## src/design/flic_pkg.sv

```systemverilog
// shared types and codes of the free list insert and coalesce core
// no dependencies; used by the cell row, the top level and the checker
`default_nettype none

package flic_pkg;

    // payload size width, fixed by the stream format
    localparam int LEN_W = 32;

    // result status codes
    localparam logic [2:0] ST_INSERTED = 3'd0;
    localparam logic [2:0] ST_NEXT     = 3'd1;
    localparam logic [2:0] ST_PREV     = 3'd2;
    localparam logic [2:0] ST_BOTH     = 3'd3;
    localparam logic [2:0] ST_NULL     = 3'd4;
    localparam logic [2:0] ST_FULL     = 3'd5;

    // update commands broadcast to the cell row
    localparam logic [2:0] OP_HOLD = 3'd0;
    localparam logic [2:0] OP_INS  = 3'd1;
    localparam logic [2:0] OP_PREV = 3'd2;
    localparam logic [2:0] OP_NEXT = 3'd3;
    localparam logic [2:0] OP_BOTH = 3'd4;

    // output beat layout
    localparam int OUT_W = 80;

    typedef struct packed {
        logic       cmp;
        logic [2:0] op;
    } ctrl_t;

    typedef struct packed {
        logic le;
        logic prev_sel;
        logic prev_hit;
        logic next_sel;
        logic next_hit;
    } flags_t;

endpackage

`default_nettype wire

```

## src/design/flic_cell.sv

```systemverilog
// one cell of the sorted extent row: holds one extent, compares and shifts
// depends on flic_pkg
`default_nettype none

module flic_cell #(
    parameter int ADDR_BITS = 32,
    localparam int SUM_W = ((ADDR_BITS > flic_pkg::LEN_W) ? ADDR_BITS : flic_pkg::LEN_W) + 2
) (
    input  wire                          clk,
    input  wire                          rst_n,
    input  flic_pkg::ctrl_t              ctrl,
    input  wire                          valid,
    input  wire                          le_left,
    input  wire                          le_right,
    input  wire [ADDR_BITS-1:0]          addr,
    input  wire [SUM_W-1:0]              end_new,
    input  wire [7:0]                    hdr,
    input  wire [flic_pkg::LEN_W-1:0]    new_len,
    input  wire [ADDR_BITS-1:0]          left_start,
    input  wire [flic_pkg::LEN_W-1:0]    left_len,
    input  wire [ADDR_BITS-1:0]          right_start,
    input  wire [flic_pkg::LEN_W-1:0]    right_len,
    output flic_pkg::flags_t             flags,
    output logic [ADDR_BITS-1:0]         start,
    output logic [flic_pkg::LEN_W-1:0]   len
);

    logic [ADDR_BITS-1:0]       start_reg;
    logic [flic_pkg::LEN_W-1:0] len_reg;
    logic [ADDR_BITS-1:0]       start_next;
    logic [flic_pkg::LEN_W-1:0] len_next;
    logic                       prev_role_reg, next_role_reg, ins_role_reg, after_role_reg;
    logic                       le, prev_c, next_c, ins_c;
    logic [SUM_W-1:0]           prev_end;

    always_comb
    begin
        le       = valid && (start_reg <= addr);
        prev_c   = le && !le_right;
        next_c   = valid && !le && le_left;
        ins_c    = !le && le_left;
        prev_end = SUM_W'(start_reg) + SUM_W'(len_reg) + SUM_W'(hdr);

        flags.le       = le;
        flags.prev_sel = prev_c;
        flags.prev_hit = prev_c && (prev_end == SUM_W'(addr));
        flags.next_sel = next_c;
        flags.next_hit = next_c && (end_new == SUM_W'(start_reg));
    end

    // roles latched in the compare cycle, used in the update cycle
    always_ff @(posedge clk or negedge rst_n)
    begin
        if (!rst_n)
        begin
            prev_role_reg  <= 1'b0;
            next_role_reg  <= 1'b0;
            ins_role_reg   <= 1'b0;
            after_role_reg <= 1'b0;
        end
        else if (ctrl.cmp)
        begin
            prev_role_reg  <= prev_c;
            next_role_reg  <= next_c;
            ins_role_reg   <= ins_c;
            after_role_reg <= !le;
        end
    end

    always_comb
    begin
        start_next = start_reg;
        len_next   = len_reg;
        case (ctrl.op)
            flic_pkg::OP_BOTH:
            begin
                if (prev_role_reg)
                begin
                    len_next = new_len;
                end
                else if (after_role_reg)
                begin
                    start_next = right_start;
                    len_next   = right_len;
                end
            end
            flic_pkg::OP_PREV:
            begin
                if (prev_role_reg)
                begin
                    len_next = new_len;
                end
            end
            flic_pkg::OP_NEXT:
            begin
                if (next_role_reg)
                begin
                    start_next = addr;
                    len_next   = new_len;
                end
            end
            flic_pkg::OP_INS:
            begin
                if (ins_role_reg)
                begin
                    start_next = addr;
                    len_next   = new_len;
                end
                else if (after_role_reg)
                begin
                    start_next = left_start;
                    len_next   = left_len;
                end
            end
            default:
            begin
                start_next = start_reg;
                len_next   = len_reg;
            end
        endcase
    end

    always_ff @(posedge clk)
    begin
        start_reg <= start_next;
        len_reg   <= len_next;
    end

    assign start = start_reg;
    assign len   = len_reg;

endmodule

`default_nettype wire

```

## config.mk

```make
export PLATFORM = sky130hd
export DESIGN_NAME = flic_cell
export DESIGN_NICKNAME = d
export VERILOG_FILES = /design/src/design/flic_pkg.sv /design/src/design/flic_cell.sv
export SDC_FILE = /design/constraint.sdc
export NUM_CORES = 1
export LEC_CHECK = 0
export BUFFER_PORTS_ARGS = -buffer_cell sky130_fd_sc_hd__buf_2
export CAP_MARGIN = 10
export CORE_MARGIN = 5
export CORE_UTILIZATION = 49
export CTS_CLUSTER_DIAMETER = 40
export DETAILED_ROUTE_END_ITERATION = 16
export GPL_TIMING_DRIVEN = 0
export PLACE_DENSITY_LB_ADDON = 0.12
export REMOVE_ABC_BUFFERS = 1
export SYNTH_ARGS = -nofsm -noshare
export SYNTH_HDL_FRONTEND = slang
export SYNTH_SLANG_ARGS = --single-unit
```

## constraint.sdc

```tcl
create_clock -name clk -period 8.8 [get_ports clk]
set_clock_uncertainty 0.1 [all_clocks]
set_input_delay 2.2 -clock clk [delete_from_list [all_inputs] [get_ports clk]]
set_output_delay 2.2 -clock clk [all_outputs]
set_load 0.02 [all_outputs]
```

==> flow_summary.json <==
{
  "synth_top_cell_by_area": "edfxtp_1",
  "vias": 7588,
  "grt_pass1_wl_um": 40800,
  "cts_tree": "built",
  "fin_crit_sh_pct": 99.0,
  "grt_pass1_vias": 7459,
  "fmax_mhz": 115,
  "grt.overflow.total": 0,
  "synth-edff-count": 64,
  "slew_headroom_pct": 37.9,
  "synth.most_common_cell": "ha_1",
  "netlist.area_leader.share_pct": 26.6,
  "timing.final.hold_violations": 0,
  "clk_latency_ns": 0.35,
  "rsz0062_at_grt": "no",
  "io_pins": 312,
  "clock_sinks": 68,
  "num_rows": 44,
  "setup_slack_ns": 0.0853,
  "avgRoutedWirePerCell_um": 20.2,
  "critPathMaxFanout": 4,
  "startpoint_type": "input port",
  "port_buffers": 311,
  "initial_utilization_pct": 50.0,
  "diodes": 0,
  "first_iter_violations": 584,
  "core_um2": 14500,
  "synth_ff_type": "edfxtp_1",
  "ys_warn_count": 0,
  "grt_antenna_before_repair": 1,
  "tightest_slew_ns": 0.929,
  "finish.net_count": 1459,
  "critPathCaptureType": "output port",
  "h-tree-depth": 3,
  "cts.root.buffer_cell": "clkbuf_16",
  "ir_drop_uv": 103,
  "dpl.hpwl_um": 22300,
  "fillCellCount": 1301,
  "syn2layout_area_growth_pct": 31.0,
  "cts_made_buffers": 9,
  "netlist_area_um2": 7230,
  "stdcell_area_um2": 9470,
  "dpl_cell_area_um2": 9050,
  "power_density_nw_per_um2": 159,
  "die_area_um2": 17300,
  "drive_gt1_share_pct": 32.1,
  "critPathRequiredTime_ns": 6.50,
  "ys_types": 61,
  "synth-seq-area-share_pct": 28.0,
  "async_flop_share_pct": 5.88,
  "post-route-min-period_ns": 8.71,
  "outcome": "complete, no violations",
  "place_congestion": 0.915,
  "place_ws_ns": -0.451,
  "fin_hold_ws_ns": 0.435,
  "clk_pin_slew_ns": 0.06,
  "grtUsageTotal_pct": 29.6,
  "cts_hold_buf": 0,
  "power_uw": 1510,
  "clock_path_buffers": 2,
  "setup_violations": 0,
  "grt_max_degree": 37,
  "avgSynthCellArea_um2": 8.84,
  "drc_errors": 0,
  "synth_seq_cells": 68,
  "detail_route.first_pass.iterations": 6,
  "hold_path.class": "flop to flop",
  "routed_wl_um": 26400,
  "die-height_um": 131,
  "cp.arrival_ns": 6.41,
  "synth_commonest_cells": "ha_1 (87), nand2_1 (83), inv_1 (71)",
  "ant_nets": 0,
  "leakage_uw": 0.00451,
  "drv_cap": 0,
  "critPathKind": "input port to output port",
  "netlist_top_cells_area": "edfxtp_1 (27%), ha_1 (15%), xnor2_1 (5.8%)",
  "synthCells": 818,
  "die_width_um": 131,
  "final_max_slew_viol_count": 0,
  "vias_per_cell": 5.80
}
final timing paths:
check | depth (start not counted) | endpoint | from | slack, ns
setup / recovery | 16 | flags[2] | hdr[1] | 0.09
min in group asynchronous | 1 | ins_role_reg$_DFFE_PN0P_ | rst_n | 1.54
max in group asynchronous | 1 | prev_role_reg$_DFFE_PN0P_ | rst_n | 6.95
setup reg to reg | 9 | prev_role_reg$_DFFE_PN0P_ | start[13]$_DFFE_PP_ | 5.57
hold reg to reg | 1 | next_role_reg$_DFFE_PN0P_ | next_role_reg$_DFFE_PN0P_ | 0.43
hold / removal | 1 | next_role_reg$_DFFE_PN0P_ | next_role_reg$_DFFE_PN0P_ | 0.43
kinds of logic after synthesis:
| group | synth area share (%) |
|---|---|
| AOI/OAI and AO/OA | 20.5 |
| xor gates and xnor gates | 8.84 |
| adders and majority gates | 17.5 |
| buffers and inverters | 5.62 |
| DFF | 28.0 |
| muxes | 4.88 |
| and+or+nand+nor | 14.6 |
critical path: stages:
cell,delay (ns)
buf_2,0.11
fa_1,0.47
ha_4,0.19
fa_2,0.40
a21o_1,0.23
a221oi_4,0.32
o31a_1,0.35
o311a_1,0.28
a21oi_2,0.07
xnor2_2,0.17
nor4_2,0.33
nand4_1,0.17
a211o_1,0.27
or4_4,0.44
nor4_4,0.22
buf_4,0.18
placed cells by master (no fill, tap or decap), types with 10 or more instances in the layout:
cell      netlist  routed
mux2i_1        33      33
buf_2           7     311
inv_1          71      71
o21ai_0        68      67
a21o_1         10      10
nand2_1        83      81
nand3_1        23      23
xnor2_1        48      47
nor2_1         42      40
a21oi_1        50      49
ha_1           87      86
nand4_1        21      21
a222oi_1       32      32
xor2_1         25      25
edfxtp_1       64      64
layout make-up:
cell class              count  area (um2)  share of cell area [%]
well taps                 184         230                    2.43
multi-input cells         648        4940                    52.1
repair buffers            322        1720                    18.1
clock inverters             6        72.6                   0.766
inverters                  71         267                    2.81
clock buffers              10         229                    2.42
flip-flops and latches     68        2020                    21.3
per-layer routing:
metal	track usage [%]	up-vias	wire, um
met5	0	-	19
met4	8.69	2	679
met3	6.61	47	2220
met2	50.9	340	12800
met1	37.3	3528	10700
li1	-	3671	-
per-stage QoR:
step	TNS, ns	std cells	utilization [%]
2_1_floorplan	0	787	-
3_3_place_gp	-0.498	1282	61.3
3_5_place_dp	-0.451	1289	62.5
4_1_cts	0	1306	65.0
5_1_grt	0	1309	65.4
6_report	0	1309	65.4
what timing repair did:
action,4_1_cts,5_1_grt
setup buffers,1,3
hold endpoints to repair,0,0
gates resized for setup,9,9
setup endpoints to repair,1,1
pin swaps,5,13
power by group:
group          internal (uW)  total [uW]  leakage, uW  switching, uW
combinational            288         710      0.00371            421
clock                    223         381     0.000144            158
sequential               391         417     0.000649           25.8
Power figures use the tool's default switching activity.
